`src/rtl/dtfb_pkg.sv`:
```
// ---------------------------------------------------------------------------
// dtfb_pkg
// Shared widths, codes and command types of the depth-tested frame buffer.
// ---------------------------------------------------------------------------
`default_nettype none

package dtfb_pkg;

  localparam int COLOR_W    = 32;
  localparam int POS_W      = 16;
  localparam int DIM_W      = 9;
  localparam int CMP_W      = 13;   // holds any frame dimension up to 4096
  localparam int CFG_IDX_W  = 2;
  localparam int CFG_DATA_W = 32;

  localparam int MAX_WIDTH_DEF  = 256;
  localparam int MAX_HEIGHT_DEF = 256;

  localparam logic [DIM_W-1:0] FRAME_DIM_RESET = DIM_W'(256);

  localparam int Q_DEPTH = 2;
  localparam int Q_PTR_W = (Q_DEPTH > 1) ? $clog2(Q_DEPTH) : 1;
  localparam int Q_CNT_W = $clog2(Q_DEPTH + 1);

  typedef enum logic [1:0] {
    OP_DRAW  = 2'd0,
    OP_CLEAR = 2'd1,
    OP_READ  = 2'd2
  } op_t;

  typedef enum logic [CFG_IDX_W-1:0] {
    REG_FRAME_WIDTH  = 2'd0,
    REG_FRAME_HEIGHT = 2'd1,
    REG_CLEAR_COLOR  = 2'd2,
    REG_CLEAR_DEPTH  = 2'd3
  } cfg_idx_t;

  // Work the back end has to do for one word.
  typedef enum logic [1:0] {
    K_NONE,    // answer only, no store access
    K_DRAW,
    K_READ,
    K_CLEAR
  } kind_t;

  typedef struct packed {
    kind_t kind;
    logic  oob;
    logic  test_on;
    logic  clr_color;
    logic  clr_depth;
  } ctl_t;

endpackage

`default_nettype wire

```
`src/rtl/dtfb_front.sv`:
```
// ---------------------------------------------------------------------------
// dtfb_front
// Accepts input words, checks bounds and turns them into store commands.
// ---------------------------------------------------------------------------
`default_nettype none

module dtfb_front #(
  parameter int MAX_WIDTH  = dtfb_pkg::MAX_WIDTH_DEF,
  parameter int MAX_HEIGHT = dtfb_pkg::MAX_HEIGHT_DEF,
  localparam int XW = (MAX_WIDTH > 1) ? $clog2(MAX_WIDTH) : 1,
  localparam int YW = (MAX_HEIGHT > 1) ? $clog2(MAX_HEIGHT) : 1,
  localparam int AW = (MAX_WIDTH * MAX_HEIGHT > 1) ? $clog2(MAX_WIDTH * MAX_HEIGHT) : 1
) (
  input  wire logic                            in_valid,
  output logic                                 in_ready,
  input  wire logic [1:0]                      opcode,
  input  wire logic signed [dtfb_pkg::POS_W-1:0] pos_x,
  input  wire logic signed [dtfb_pkg::POS_W-1:0] pos_y,
  input  wire logic                            depth_test_on,
  input  wire logic                            clear_colors,
  input  wire logic                            clear_depths,
  input  wire logic [dtfb_pkg::DIM_W-1:0]      used_w,
  input  wire logic [dtfb_pkg::DIM_W-1:0]      used_h,
  output logic                                 push_valid,
  input  wire logic                            push_ready,
  output dtfb_pkg::ctl_t                       push_ctl,
  output logic [AW-1:0]                        push_addr
);

  logic [dtfb_pkg::POS_W-1:0] x_u;
  logic [dtfb_pkg::POS_W-1:0] y_u;
  logic                       x_oob;
  logic                       y_oob;
  logic                       pos_oob;
  logic                       frame_empty;

  assign in_ready   = push_ready;
  assign push_valid = in_valid;

  assign x_u   = $unsigned(pos_x);
  assign y_u   = $unsigned(pos_y);
  assign x_oob = x_u[dtfb_pkg::POS_W-1] || (x_u >= dtfb_pkg::POS_W'(used_w));
  assign y_oob = y_u[dtfb_pkg::POS_W-1] || (y_u >= dtfb_pkg::POS_W'(used_h));
  assign pos_oob     = x_oob || y_oob;
  assign frame_empty = (used_w == '0) || (used_h == '0);

  // Row-major store address; only meaningful for in-frame positions.
  assign push_addr = AW'(y_u[YW-1:0]) * AW'(MAX_WIDTH) + AW'(x_u[XW-1:0]);

  always_comb begin
    push_ctl           = '0;
    push_ctl.kind      = dtfb_pkg::K_NONE;
    push_ctl.test_on   = depth_test_on;
    push_ctl.clr_color = clear_colors;
    push_ctl.clr_depth = clear_depths;
    case (dtfb_pkg::op_t'(opcode))
      dtfb_pkg::OP_DRAW: begin
        push_ctl.oob  = pos_oob;
        push_ctl.kind = pos_oob ? dtfb_pkg::K_NONE : dtfb_pkg::K_DRAW;
      end
      dtfb_pkg::OP_READ: begin
        push_ctl.oob  = pos_oob;
        push_ctl.kind = pos_oob ? dtfb_pkg::K_NONE : dtfb_pkg::K_READ;
      end
      dtfb_pkg::OP_CLEAR: begin
        // An empty frame has nothing to walk.
        push_ctl.kind = frame_empty ? dtfb_pkg::K_NONE : dtfb_pkg::K_CLEAR;
      end
      default: begin
        push_ctl.kind = dtfb_pkg::K_NONE;
      end
    endcase
  end

endmodule

`default_nettype wire

```
`config.mk`:
```
export PLATFORM = sky130hd
export DESIGN_NAME = dtfb_front
export DESIGN_NICKNAME = d
export VERILOG_FILES = /design/src/rtl/dtfb_pkg.sv /design/src/rtl/dtfb_front.sv
export SDC_FILE = /design/constraint.sdc
export NUM_CORES = 1
export LEC_CHECK = 0
export BUFFER_PORTS_ARGS = -buffer_cell sky130_fd_sc_hd__buf_4
export CORE_AREA = 2 2 49 51
export DETAILED_ROUTE_END_ITERATION = 10
export DIE_AREA = 0 0 51 53
export PLACE_DENSITY = 0.8
export SYNTH_ARGS = -nofsm -noshare
export SYNTH_HDL_FRONTEND = slang
export SYNTH_SLANG_ARGS = --single-unit
export TNS_END_PERCENT = 50
```
`constraint.sdc`:
```
create_clock -name vclk -period 1.4
set_input_delay 0 -clock vclk [all_inputs]
set_output_delay 0 -clock vclk [all_outputs]
set_load 0.05 [all_outputs]
```
==> impl_metrics.env <==
export IMPL_period_needed_ns=1.629
export IMPL_synthToLayoutAreaGrowth_pct=74.74
export IMPL_multi_input_area_um2=568.0
export IMPL_clock_power_share_pct=0
export IMPL_slew_limit_headroom_pct=70.91
export IMPL_gp_congestion=0.7109
export IMPL_maxCapViolations=0
export IMPL_crit_fanout=2
export IMPL_fin_util_pct=59.64
export IMPL_start_util_pct=34.13
export IMPL_critical_path_class="input pin to output pin"
export IMPL_n_fill_cell=194
export IMPL_first_pass_iters=3
export IMPL_ys_seq_area_share_pct=0
export IMPL_switching_share_pct=52.11
export IMPL_end_kind="output pin"
export IMPL_postLayoutSetupSlackWorst_ns=-0.2286
export IMPL_hold_violations=0
export IMPL_seq_cell_count=0
export IMPL_fin_setup_tns_ns=-0.6049
export IMPL_hp_class="input pin to output pin"
export IMPL_rsz0062_at_grt="yes"
export IMPL_ys_types=25
export IMPL_routed_wl_um=2076
export IMPL_grt_overflow_total=0
export IMPL_syn_inst=101
export IMPL_drv_slew=0
export IMPL_synth_nets=176
export IMPL_dp_hpwl_um=1941
export IMPL_drc=0
export IMPL_drive_above_1_share_pct=54.78
export IMPL_vias=897
export IMPL_placed_area_um2=1235
export IMPL_wl_per_cell_um=11.22
export IMPL_vias_per_cell=4.849
export IMPL_grt_start_max_net_pins=5
export IMPL_arrival_ns=1.63
export IMPL_period_share_pct=116.3
export IMPL_fp_dieH_um=53
export IMPL_antenna_cells=0
export IMPL_drtIter0Drc=1
export IMPL_seqPwrFrac_pct=0
export IMPL_antenna_found_initial=0
export IMPL_nClkBuffers=0
export IMPL_outcome="complete, but fails checks"
export IMPL_finalInstanceArea_um2=1281
export IMPL_p_leak_nw=0.6954
export IMPL_worstMarginPinSlew_ns=0.4363
export IMPL_syn_cell_area_um2=733.2
export IMPL_dieArea_um2=2703
export IMPL_die_width_um=51
export IMPL_grt_usage_pct=16.31
export IMPL_fmax_ghz=0.6140
export IMPL_final_seq_area_um2=0
export IMPL_cp_start_kind="input pin"
export IMPL_setup_violations=3
export IMPL_detail_route_antenna_nets=0
export IMPL_p_per_area_nw_per_um2=338.5
export IMPL_avgSynthCellArea_um2=7.259
export IMPL_violations="setup timing"
export IMPL_ctsHoldBuffers=0
export IMPL_yosysWarnings=0
export IMPL_finalNetCount=234
export IMPL_rows=17
export IMPL_combinationalPowerShare_pct=100.0
export IMPL_io_buffers=71
export IMPL_hold_depth=0
export IMPL_layout_common_cells="buf_4 (73), inv_1 (20), ha_1 (16)"
export IMPL_grt_pass1_wl_um=3532
export IMPL_p_int_uw=207.7
export IMPL_ir_drop_mv=0.2038
export IMPL_mostFrequentLayoutCell="buf_4"
export IMPL_p_switching_uw=226.0
export IMPL_io_pins=81
export IMPL_grt_pass1_vias=936
export IMPL_post_cts_setup_buffer_count=0
export IMPL_required_ns=1.40
export IMPL_core_area_um2=2148
## power groups by stage
stage               registers [mW]  logic [mW]  clock network, mW
floorplan                        0       0.290                  0
global placement                 0       0.413                  0
detailed placement               0       0.424                  0
CTS                              0       0.435                  0
global route                     0       0.477                  0
finish                           0       0.434                  0
## cell usage after synthesis
cell type   n  area [um2]
buf_4      21       157.7
inv_1      21       78.83
ha_1       18       225.2
nor4_1      6       37.54
a21oi_1     4       20.02
nand2_1     3       11.26
nand4_1     3       18.77
a311o_1     2       20.02
a311oi_1    2       17.52
nand4b_1    2       17.52
nor2_1      2       7.510
nor3_1      2       10.01
o21ai_0     2       10.01
o31ai_1     2       15.01
a2111o_1    1       11.26
a31oi_1     1       6.260
and3_1      1       6.260
nand2b_1    1       6.260
nand2b_4    1       13.76
nand3_1     1       5.000
nand3b_1    1       7.510
nor2b_1     1       6.260
o211ai_1    1       7.510
o22ai_1     1       6.260
o32a_1      1       10.01
## stage by stage
| step | setup WS (ns) | power [mW] | std cells | hold slack [ns] |
|---|---|---|---|---|
| after floorplan | -0.2368 | 0.2895 | 101 | 0.09910 |
| after global placement | -0.3001 | 0.4127 | 185 | 0.0003409 |
| after detailed placement | -0.3403 | 0.4235 | 185 | 0.0003409 |
| after CTS | -0.2437 | 0.4353 | 185 | 0.0003409 |
| after global routing | -0.2943 | 0.4773 | 185 | 0.00009077 |
| final | -0.2286 | 0.4337 | 185 | 0.00001664 |
## cell type report
| class | instances | area share [%] |
|---|---|---|
| timing repair buffer | 77 | 46.58 |
| inverter | 21 | 6.348 |
| tap | 28 | 2.734 |
| multi-input combinational | 59 | 44.34 |
## cells by family (layout without fill, tap and decap cells)
family	count (synthesis)	count (layout)	share of synthesized area (%)
adders and majority gates	18	18	30.72
AOI/OAI and AO/OA	17	17	16.90
buffers and inverters	42	98	32.25
and+or+nand+nor	24	24	20.14
## critical path, cell delays in order
cell and delay, ns:
buf_8 0.10, inv_4 0.04, ha_4 0.18, nand2b_4 0.12, a2111o_1 0.38, a311o_1 0.41, o31ai_4 0.21, buf_6 0.19
## path summary, 6_finish.rpt
check / start / end
max: pos_y[0] / push_ctl[4]
min: depth_test_on / push_ctl[2]
## metal layers
| layer | global-route usage (%) | up-vias | wire length, um |
|---|---|---|---|
| li1 | - | 453 | - |
| met1 | 15.99 | 393 | 690 |
| met2 | 37.23 | 51 | 1151 |
| met3 | 1.412 | 0 | 234 |
| met4 | 0.4505 | 0 | 0 |
| met5 | 0 | - | 0 |
## repair_timing
action                     4_1_cts  5_1_grt
setup endpoints to repair        3        3
gates resized for setup          7        2
pin swaps                        1        0
Note: power is estimated with default switching activity, not from simulation.
