### src/rtl/dtfb_pkg.sv
// ---------------------------------------------------------------------------
// dtfb_pkg
// Shared widths, codes and command types of the depth-tested frame buffer.
// ---------------------------------------------------------------------------
`default_nettype none

package dtfb_pkg;

  localparam int COLOR_W    = 32;
  localparam int POS_W      = 16;
  localparam int DIM_W      = 9;
  localparam int CMP_W      = 13;   // holds any frame dimension up to 4096
  localparam int CFG_IDX_W  = 2;
  localparam int CFG_DATA_W = 32;

  localparam int MAX_WIDTH_DEF  = 256;
  localparam int MAX_HEIGHT_DEF = 256;

  localparam logic [DIM_W-1:0] FRAME_DIM_RESET = DIM_W'(256);

  localparam int Q_DEPTH = 2;
  localparam int Q_PTR_W = (Q_DEPTH > 1) ? $clog2(Q_DEPTH) : 1;
  localparam int Q_CNT_W = $clog2(Q_DEPTH + 1);

  typedef enum logic [1:0] {
    OP_DRAW  = 2'd0,
    OP_CLEAR = 2'd1,
    OP_READ  = 2'd2
  } op_t;

  typedef enum logic [CFG_IDX_W-1:0] {
    REG_FRAME_WIDTH  = 2'd0,
    REG_FRAME_HEIGHT = 2'd1,
    REG_CLEAR_COLOR  = 2'd2,
    REG_CLEAR_DEPTH  = 2'd3
  } cfg_idx_t;

  // Work the back end has to do for one word.
  typedef enum logic [1:0] {
    K_NONE,    // answer only, no store access
    K_DRAW,
    K_READ,
    K_CLEAR
  } kind_t;

  typedef struct packed {
    kind_t kind;
    logic  oob;
    logic  test_on;
    logic  clr_color;
    logic  clr_depth;
  } ctl_t;

endpackage

`default_nettype wire

### src/rtl/dtfb_queue.sv
// ---------------------------------------------------------------------------
// dtfb_queue
// Short command FIFO between the front and back ends.
// ---------------------------------------------------------------------------
`default_nettype none

module dtfb_queue #(
  parameter int DW = 8
) (
  input  wire logic          clk,
  input  wire logic          rst_n,
  input  wire logic          push_valid,
  output logic               push_ready,
  input  wire logic [DW-1:0] push_data,
  output logic               pop_valid,
  input  wire logic          pop,
  output logic      [DW-1:0] pop_data
);

  logic [DW-1:0]                   q_r [dtfb_pkg::Q_DEPTH];
  logic [dtfb_pkg::Q_PTR_W-1:0]    wr_ptr_r;
  logic [dtfb_pkg::Q_PTR_W-1:0]    rd_ptr_r;
  logic [dtfb_pkg::Q_CNT_W-1:0]    cnt_r;
  logic                            do_push;
  logic                            do_pop;

  localparam logic [dtfb_pkg::Q_PTR_W-1:0] PTR_LAST =
    dtfb_pkg::Q_PTR_W'(dtfb_pkg::Q_DEPTH - 1);

  assign push_ready = (cnt_r != dtfb_pkg::Q_CNT_W'(dtfb_pkg::Q_DEPTH));
  assign pop_valid  = (cnt_r != '0);
  assign pop_data   = q_r[rd_ptr_r];
  assign do_push    = push_valid && push_ready;
  assign do_pop     = pop && pop_valid;

  always_ff @(posedge clk) begin
    if (!rst_n) begin
      wr_ptr_r <= '0;
      rd_ptr_r <= '0;
      cnt_r    <= '0;
    end else begin
      if (do_push) begin
        wr_ptr_r <= (wr_ptr_r == PTR_LAST) ? '0 : wr_ptr_r + 1'b1;
      end
      if (do_pop) begin
        rd_ptr_r <= (rd_ptr_r == PTR_LAST) ? '0 : rd_ptr_r + 1'b1;
      end
      case ({do_push, do_pop})
        2'b10:   cnt_r <= cnt_r + 1'b1;
        2'b01:   cnt_r <= cnt_r - 1'b1;
        default: cnt_r <= cnt_r;
      endcase
    end
    if (do_push) begin
      q_r[wr_ptr_r] <= push_data;
    end
  end

endmodule

`default_nettype wire

### config.mk
export PLATFORM = sky130hd
export DESIGN_NAME = dtfb_queue
export DESIGN_NICKNAME = d
export VERILOG_FILES = /design/src/rtl/dtfb_pkg.sv /design/src/rtl/dtfb_queue.sv
export SDC_FILE = /design/constraint.sdc
export NUM_CORES = 1
export LEC_CHECK = 0
export ABC_AREA = 0
export BUFFER_PORTS_ARGS = -buffer_cell sky130_fd_sc_hd__buf_2
export CORE_UTILIZATION = 49
export CTS_CLUSTER_SIZE = 40
export DETAILED_ROUTE_END_ITERATION = 8
export PLACE_DENSITY = 0.73
export SYNTH_ARGS = -nofsm -noshare
export SYNTH_HDL_FRONTEND = slang
export SYNTH_SLANG_ARGS = --single-unit
### constraint.sdc
create_clock -name clk -period 1.8 [get_ports clk]
set_input_delay 0 -clock clk [delete_from_list [all_inputs] [get_ports clk]]
set_output_delay 0 -clock clk [all_outputs]
set_load 0.02 [all_outputs]
==> results of run 1 <==
-- registers in the layout (all words and copies together) (netlist names), named ones only --
register and flops:
q_r 16, cnt_r 2, rd_ptr_r 1, wr_ptr_r 1
-- cell type report --
type,count,area (um^2)
tap,16,20.0
timing repair buffer,30,195
clock buffer,4,26.3
inverter,1,3.75
multi-input combinational,26,221
sequential,21,581
fill,126,477
-- power breakdown --
part           switching, mW  total, mW  internal [mW]
combinational          0.259      0.503          0.244
sequential            0.0678      0.691          0.623
clock                  0.125      0.211         0.0860
-- final timing paths --
kind         slack [ps]  cells past startpoint       start        to
max reg2reg         240                      5    cnt_r[0]  cnt_r[1]
max                 240                      5    cnt_r[0]  cnt_r[1]
min                  30                      3  push_valid  wr_ptr_r
min reg2reg         520                      2    cnt_r[1]  cnt_r[1]
-- cell usage in the layout, fill, tap and decap left out --
master and instances:
edfxtp_1 16, or3_1 1, inv_1 1, and2_1 1
mux2_2 8, ha_1 1, a21bo_2 1, xnor2_1 3
o21a_1 1, nand2b_1 1, clkbuf_1 1, nand3b_1 1
and3_1 1, dlygate4sd3_1 9, dfxtp_1 5, a21boi_0 1
nor2b_1 2, buf_2 21, o21ai_0 1, nand2_1 1
or2_2 1, clkbuf_4 3, a21boi_1 1
-- layer usage --
layer / up-vias / track usage (%) / share of wire, %
met5: - / 0 / 0
met4: 0 / 7.50 / 0.52
met3: 2 / 2.55 / 4.2
met2: 12 / 27.6 / 52
met1: 225 / 17.1 / 43
li1: 247 / - / -
-- cell families after synthesis --
logic type      Yosys count  synth area share [%]
fa+ha+maj                 1                  1.54
simple gates              9                  6.79
buf+inv                   2                  1.08
xor+xnor                  3                  3.24
flops                    21                  71.6
compound gates            5                  4.63
mux                       8                  11.1
-- per-stage QoR --
stage	total power, mW	instance area (um^2)
6_report	1.41	1050
5_1_grt	1.50	1050
4_1_cts	1.42	1050
3_5_place_dp	1.19	931
3_3_place_gp	1.18	931
2_1_floorplan	1.06	811
-- worst max-delay path, cell delays in order, from the launching register on --
cell	delay, ps
dfxtp_1	430
nand2b_1	200
nand2_1	80
ha_1	310
or3_1	350
a21boi_1	130
==> flow_metrics.tcl, run 1 <==
set metrics [dict create \
    fmax_mhz 641 \
    grt_max_degree 12 \
    arrival_ps 1790 \
    grt_first_pass_wirelength_um 1970 \
    post_cts_buffers 0 \
    routed-via-count 486 \
    rsz0062_at_grt "false" \
    firstDrtPassIters 2 \
    cap_violations 0 \
    grt_util_all_layers_pct 15.3 \
    h-tree-depth 1 \
    yosys.area.top_type_share_pct 59.3 \
    area_growth_pct 29.2 \
    ys_types 20 \
    critPathKind "flop to flop" \
    drtIter0Drc 2 \
    ant_nets 0 \
    synth.top_cells.by_count "edfxtp_1, mux2_2, dfxtp_1" \
    finalSetupViolations 0 \
    tns_ps 0 \
    status "finished, final reports clean" \
    slew_violations 0 \
    netlist_area_um2 811 \
    synth.area.top_cells "edfxtp_1, dfxtp_1, mux2_2, xnor2_1, ha_1" \
    fin_nets 96 \
    layout_min_cycle_time_ps 1560 \
    antenna_cells 0 \
    yosysWarnings 0 \
    drc 0 \
    die_y_um 42.7 \
    numCtsBuffers 3 \
    drive_gt1_share_pct 41.5 \
    end_kind "flop" \
    synth.most_common_cell "edfxtp_1" \
    finalHoldViolCount 0 \
    via_per_inst 4.96 \
    fin_crit_sh_pct 86.7 \
    vdd_drop_max_v 0.000734 \
    synth_fp_nets 62 \
    final_core_util_pct 68.7 \
    worst_pin_slew_ps 384 \
    row_count 14 \
    syn_area_per_cell_um2 16.5 \
    dominantRegCellSynth "edfxtp_1" \
    cp-start-kind "flop" \
    pre_cts_ws_ps 272 \
    grt-ovfl-total 0 \
    wirelength_um 1150 \
    async_reset_ff_share_pct 0 \
    die_area_mm2 0.00182 \
    instances_no_fill 98 \
    start_util_pct 53.2 \
    yosysTopAreaCell "edfxtp_1" \
    grt_pass1_vias 504 \
    antenna_found_initial 0 \
    cts.sinks 21 \
    hp-class "primary input to flop" \
    synth_edf_count 16 \
    synthCells 49 \
    fin_worst_skew_ps 1.35 \
    routedWlPerCell_um 11.7 \
    cts_tree "yes" \
    clockRootBuffer "clkbuf_4" \
    clk_latency_ps 290 \
    worst_slack_ps 239 \
    ctsResizeCount 0 \
    die_w_um 42.7 \
    clkTransAtPathRegs_ps 100 \
    port_buffers 21 \
    place.gp.congestion 0.719 \
    yosysSeqAreaShare_pct 71.6 \
    ioPinCount 22 \
    post-place-cells 85 \
    hold_slack_ps 31.5 \
    cellLeakagePower_nw 0.411 \
    cts-hold-fix-buffers 9 \
    cp.required_ps 2030 \
    core-area_mm2 0.00152 \
    cts.path.max_buffers 2 \
    power_density_mw_per_mm2 1340 \
    ys_ff_latch 21 \
    worstPathMaxFanout 5 \
    max_slew_margin_pct 74.4 \
]
No activity file was read; power rests on OpenSTA's default activity.
==> run 2: changes to the inputs <==
--- a/config.mk
+++ b/config.mk
@@ -7,7 +7,9 @@
 export LEC_CHECK = 0
 export ABC_AREA = 0
 export BUFFER_PORTS_ARGS = -buffer_cell sky130_fd_sc_hd__buf_2
-export CORE_UTILIZATION = 49
+export CELL_PAD_IN_SITES_DETAIL_PLACEMENT = 0
+export CELL_PAD_IN_SITES_GLOBAL_PLACEMENT = 1
+export CORE_UTILIZATION = 40
 export CTS_CLUSTER_SIZE = 40
 export DETAILED_ROUTE_END_ITERATION = 8
 export PLACE_DENSITY = 0.73
==> flow_metrics.tcl, run 2 (synthesis gave the netlist of run 1 again) <==
set metrics [dict create \
    worst_slack_ps 256 \
    via_per_inst 4.47 \
    cts_tree "yes" \
    fmax_mhz 648 \
    firstDrtPassIters 3 \
    row_count 15 \
    cp-start-kind "flop" \
    pre_cts_ws_ps 267 \
    cp.required_ps 2030 \
    port_buffers 21 \
    drive_gt1_share_pct 41.5 \
    cts-hold-fix-buffers 9 \
    r2r_cells 5 \
    tns_ps 0 \
    post_cts_buffers 0 \
    final_area_mm2 0.00106 \
    largest_registers "q_r x16, cnt_r x2" \
    mostFrequentLayoutCells "buf_2, edfxtp_1, dlygate4sd3_1" \
    ctsResizeCount 0 \
    grt_first_pass_wirelength_um 1730 \
    layout_min_cycle_time_ps 1540 \
    max_slew_margin_pct 74.0 \
    place.gp.congestion 0.595 \
    clkTransAtPathRegs_ps 100 \
    place_area_um2 942 \
    fin_worst_skew_ps 1.34 \
    routedWlPerCell_um 11.5 \
    dp_hpwl_um 792 \
    hp-class "primary input to flop" \
    grt-ovfl-total 0 \
    largest-register "q_r" \
    core-area_mm2 0.00182 \
    area_growth_pct 30.6 \
    slew_violations 0 \
    worst_pin_slew_ps 390 \
    critPathKind "flop to flop" \
    rsz0062_at_grt "false" \
    grt_pass1_vias 415 \
    fillers 169 \
    drc 0 \
    cap_violations 0 \
    vdd_drop_max_v 0.000764 \
    holdPathStages 3 \
    largest_reg_flops 16 \
    cts.path.max_buffers 2 \
    die_y_um 47.0 \
    antenna_cells 0 \
    cellLeakagePower_nw 0.411 \
    drtIter0Drc 2 \
    die_area_mm2 0.00221 \
    fin_nets 96 \
    final_common_cell "buf_2" \
    ant_nets 0 \
    status "finished, final reports clean" \
    end_kind "flop" \
    grt_max_degree 12 \
    cts.sinks 21 \
    power_density_mw_per_mm2 1330 \
    grt_util_all_layers_pct 12.0 \
    clockRootBuffer "clkbuf_4" \
    routed-via-count 478 \
    die_w_um 47.0 \
    finalHoldViolCount 0 \
    clk_latency_ps 280 \
    numCtsBuffers 3 \
    antenna_found_initial 0 \
    fin_crit_sh_pct 85.8 \
    start_util_pct 44.5 \
    finalSetupViolations 0 \
    worstPathMaxFanout 5 \
    ioPinCount 22 \
    wirelength_um 1230 \
    arrival_ps 1770 \
    h-tree-depth 1 \
]
## run 2: cell counts in the layout (fill, tap and decap cells not counted)
Identical to the previous run, type by type.
## run 2: critical path, stage by stage, from the launching register on
cell and delay (ps):
dfxtp_1 420, nand2b_1 200, nand2_1 80, ha_1 310, or3_1 350, a21boi_1 130
## run 2: layout make-up
class | instances | area, um^2 | area share (%)
clock buffers | 4 | 26.3 | 2.48
repair buffers | 30 | 195 | 18.4
inverters | 1 | 3.75 | 0.355
multi-input cells | 26 | 221 | 20.9
flip-flops and latches | 21 | 581 | 54.8
well taps | 25 | 31.3 | 2.96
## run 2: path summary, 6_finish.rpt
check | slack, ps | to | start
worst min-delay path | 30 | wr_ptr_r | push_valid
worst min register to register | 540 | cnt_r[1] | cnt_r[1]
worst max register to register | 260 | cnt_r[1] | cnt_r[0]
worst max-delay path | 260 | cnt_r[1] | cnt_r[0]
## run 2: report_power, final
| group | switching (mW) | internal, mW |
|---|---|---|
| clock | 0.124 | 0.0859 |
| sequential | 0.0690 | 0.623 |
| combinational | 0.258 | 0.244 |
## run 2: metrics by stage
stage	hold slack [ps]	utilization, %	cells	power, mW
after floorplan	98.9	-	49	1.06
after global placement	188	51.8	94	1.19
after detailed placement	193	51.8	94	1.19
after CTS	27.4	58.1	107	1.42
after global routing	38.7	58.1	107	1.49
final	30.8	58.1	107	1.40
## run 2: layer usage
layer / part of all wire (%) / global-route usage [%] / vias to the layer above
li1: - / - / 247
met4: 0.98 / 3.43 / 0
met1: 50 / 14.6 / 216
met2: 45 / 20.0 / 13
met3: 4.4 / 4.62 / 2
met5: 0 / 0 / -
==> run 3: changes to the inputs <==
--- a/config.mk
+++ b/config.mk
@@ -12,7 +12,7 @@
 export CORE_UTILIZATION = 40
 export CTS_CLUSTER_SIZE = 40
 export DETAILED_ROUTE_END_ITERATION = 8
-export PLACE_DENSITY = 0.73
+export PLACE_DENSITY_LB_ADDON = 0.3
 export SYNTH_ARGS = -nofsm -noshare
 export SYNTH_HDL_FRONTEND = slang
 export SYNTH_SLANG_ARGS = --single-unit
==> flow_metrics.tcl, run 3 (synthesis gave the netlist of run 1 again) <==
set metrics [dict create \
    clk_latency_ps 280 \
    cellLeakagePower_nw 0.411 \
    mostFrequentLayoutCells "buf_2, edfxtp_1, dlygate4sd3_1" \
    fmax_mhz 644 \
    row_count 15 \
    cap_violations 0 \
    cts.path.max_buffers 2 \
    drive_gt1_share_pct 41.5 \
    ant_nets 0 \
    power_mw 1.40 \
    place.gp.congestion 0.638 \
    cp-start-kind "flop" \
    grt_first_pass_wirelength_um 1900 \
    cts-hold-fix-buffers 9 \
    final_common_cell "buf_2" \
    area_growth_pct 30.6 \
    grt_pass1_vias 471 \
    largest-register "q_r" \
    combPwrFrac_pct 36.0 \
    tns_ps 0 \
    p_sw_share_pct 31.9 \
    routedWlPerCell_um 11.1 \
    vdd_drop_max_v 0.000902 \
    firstDrtPassIters 2 \
    post_cts_buffers 0 \
    routed-via-count 480 \
    grt-ovfl-total 0 \
    fin_nets 96 \
    grt_max_degree 12 \
    cp_top_family "simple AND/OR/NAND/NOR gates" \
    final_area_mm2 0.00106 \
    core-area_mm2 0.00182 \
    cts_tree "yes" \
    dp_hpwl_um 786 \
    critPathKind "flop to flop" \
    finalHoldViolCount 0 \
    clkTransAtPathRegs_ps 100 \
    wirelength_um 1180 \
    clockRootBuffer "clkbuf_4" \
    start_util_pct 44.5 \
    pre_cts_ws_ps 258 \
    place_area_um2 942 \
    finalSetupViolations 0 \
    worst_slack_ps 248 \
    die_y_um 47.0 \
    power_density_mw_per_mm2 1320 \
    hold_slack_ps 40.8 \
    hp-class "primary input to flop" \
    clkPwrFrac_pct 14.8 \
    layout_min_cycle_time_ps 1550 \
    worst_pin_slew_ps 358 \
    end_kind "flop" \
    port_buffers 21 \
    fin_crit_sh_pct 86.2 \
    rsz0062_at_grt "false" \
    r2r_setup_slack_ps 250 \
    largest_registers "q_r x16, cnt_r x2" \
    p_int_uw 953 \
    largest_reg_flops 16 \
    path_buf_inv 0 \
    ctsResizeCount 0 \
    status "finished, final reports clean" \
    antenna_found_initial 0 \
    p_switching_uw 447 \
    drc 0 \
    cp.required_ps 2020 \
    numCtsBuffers 3 \
    grt_util_all_layers_pct 12.9 \
    slowest_stage "dfxtp_1" \
    die_w_um 47.0 \
    power.share.sequential_pct 49.2 \
    antenna_cells 0 \
    slew_violations 0 \
    fillers 155 \
    arrival_ps 1780 \
    slowest_delay_ps 410 \
    via_per_inst 4.49 \
    worstPathMaxFanout 5 \
    max_slew_margin_pct 76.1 \
    drtIter0Drc 4 \
    fin_worst_skew_ps 1.46 \
    h-tree-depth 1 \
    die_area_mm2 0.00221 \
    cts.sinks 21 \
    ioPinCount 22 \
    crit_chain "nand2b_1 -> nand2_1 -> ha_1 -> or3_1 -> a21boi_1" \
]
==> run 3: area by class of cell <==
| type | instances | area [um^2] | area share [%] |
|---|---|---|---|
| Sequential cell | 21 | 581 | 54.8 |
| Multi-Input combinational cell | 26 | 221 | 20.9 |
| Inverter | 1 | 3.75 | 0.355 |
| Clock buffer | 4 | 26.3 | 2.48 |
| Timing Repair Buffer | 30 | 195 | 18.4 |
| Tap cell | 25 | 31.3 | 2.96 |
==> run 3: worst min-delay path: cells and delay by family <==
| family | cells | cell delay [ps] |
|---|---|---|
| buffers and inverters | 1 | 110 |
| AOI/OAI and AO/OA | 2 | 180 |
==> run 3: worst paths after layout <==
check	startpoint	end	cells after the start
worst min register to register	cnt_r[1]	cnt_r[1]	2
worst max-delay path	cnt_r[0]	cnt_r[1]	5
worst min-delay path	push_valid	wr_ptr_r	3
worst max register to register	cnt_r[0]	cnt_r[1]	5
==> run 3: power by group through the flow <==
stage / logic (mW) / clock network, mW / registers [mW]
global placement: 0.490 / 0 / 0.700
CTS: 0.509 / 0.217 / 0.692
floorplan: 0.397 / 0 / 0.666
detailed placement: 0.491 / 0 / 0.703
finish: 0.504 / 0.207 / 0.689
global route: 0.558 / 0.238 / 0.706
==> run 3: stage by stage <==
stage	util, %	std cells
6_report	58.1	107
3_5_place_dp	51.8	94
2_1_floorplan	-	49
4_1_cts	58.1	107
5_1_grt	58.1	107
3_3_place_gp	51.8	94
==> run 3: per-layer routing <==
layer | up-vias | track usage [%] | part of all wire [%]
met5 | - | 0 | 0
met4 | 0 | 3.43 | 0
met3 | 0 | 4.62 | 4.6
met2 | 13 | 22.5 | 49
met1 | 222 | 15.0 | 46
li1 | 245 | - | -
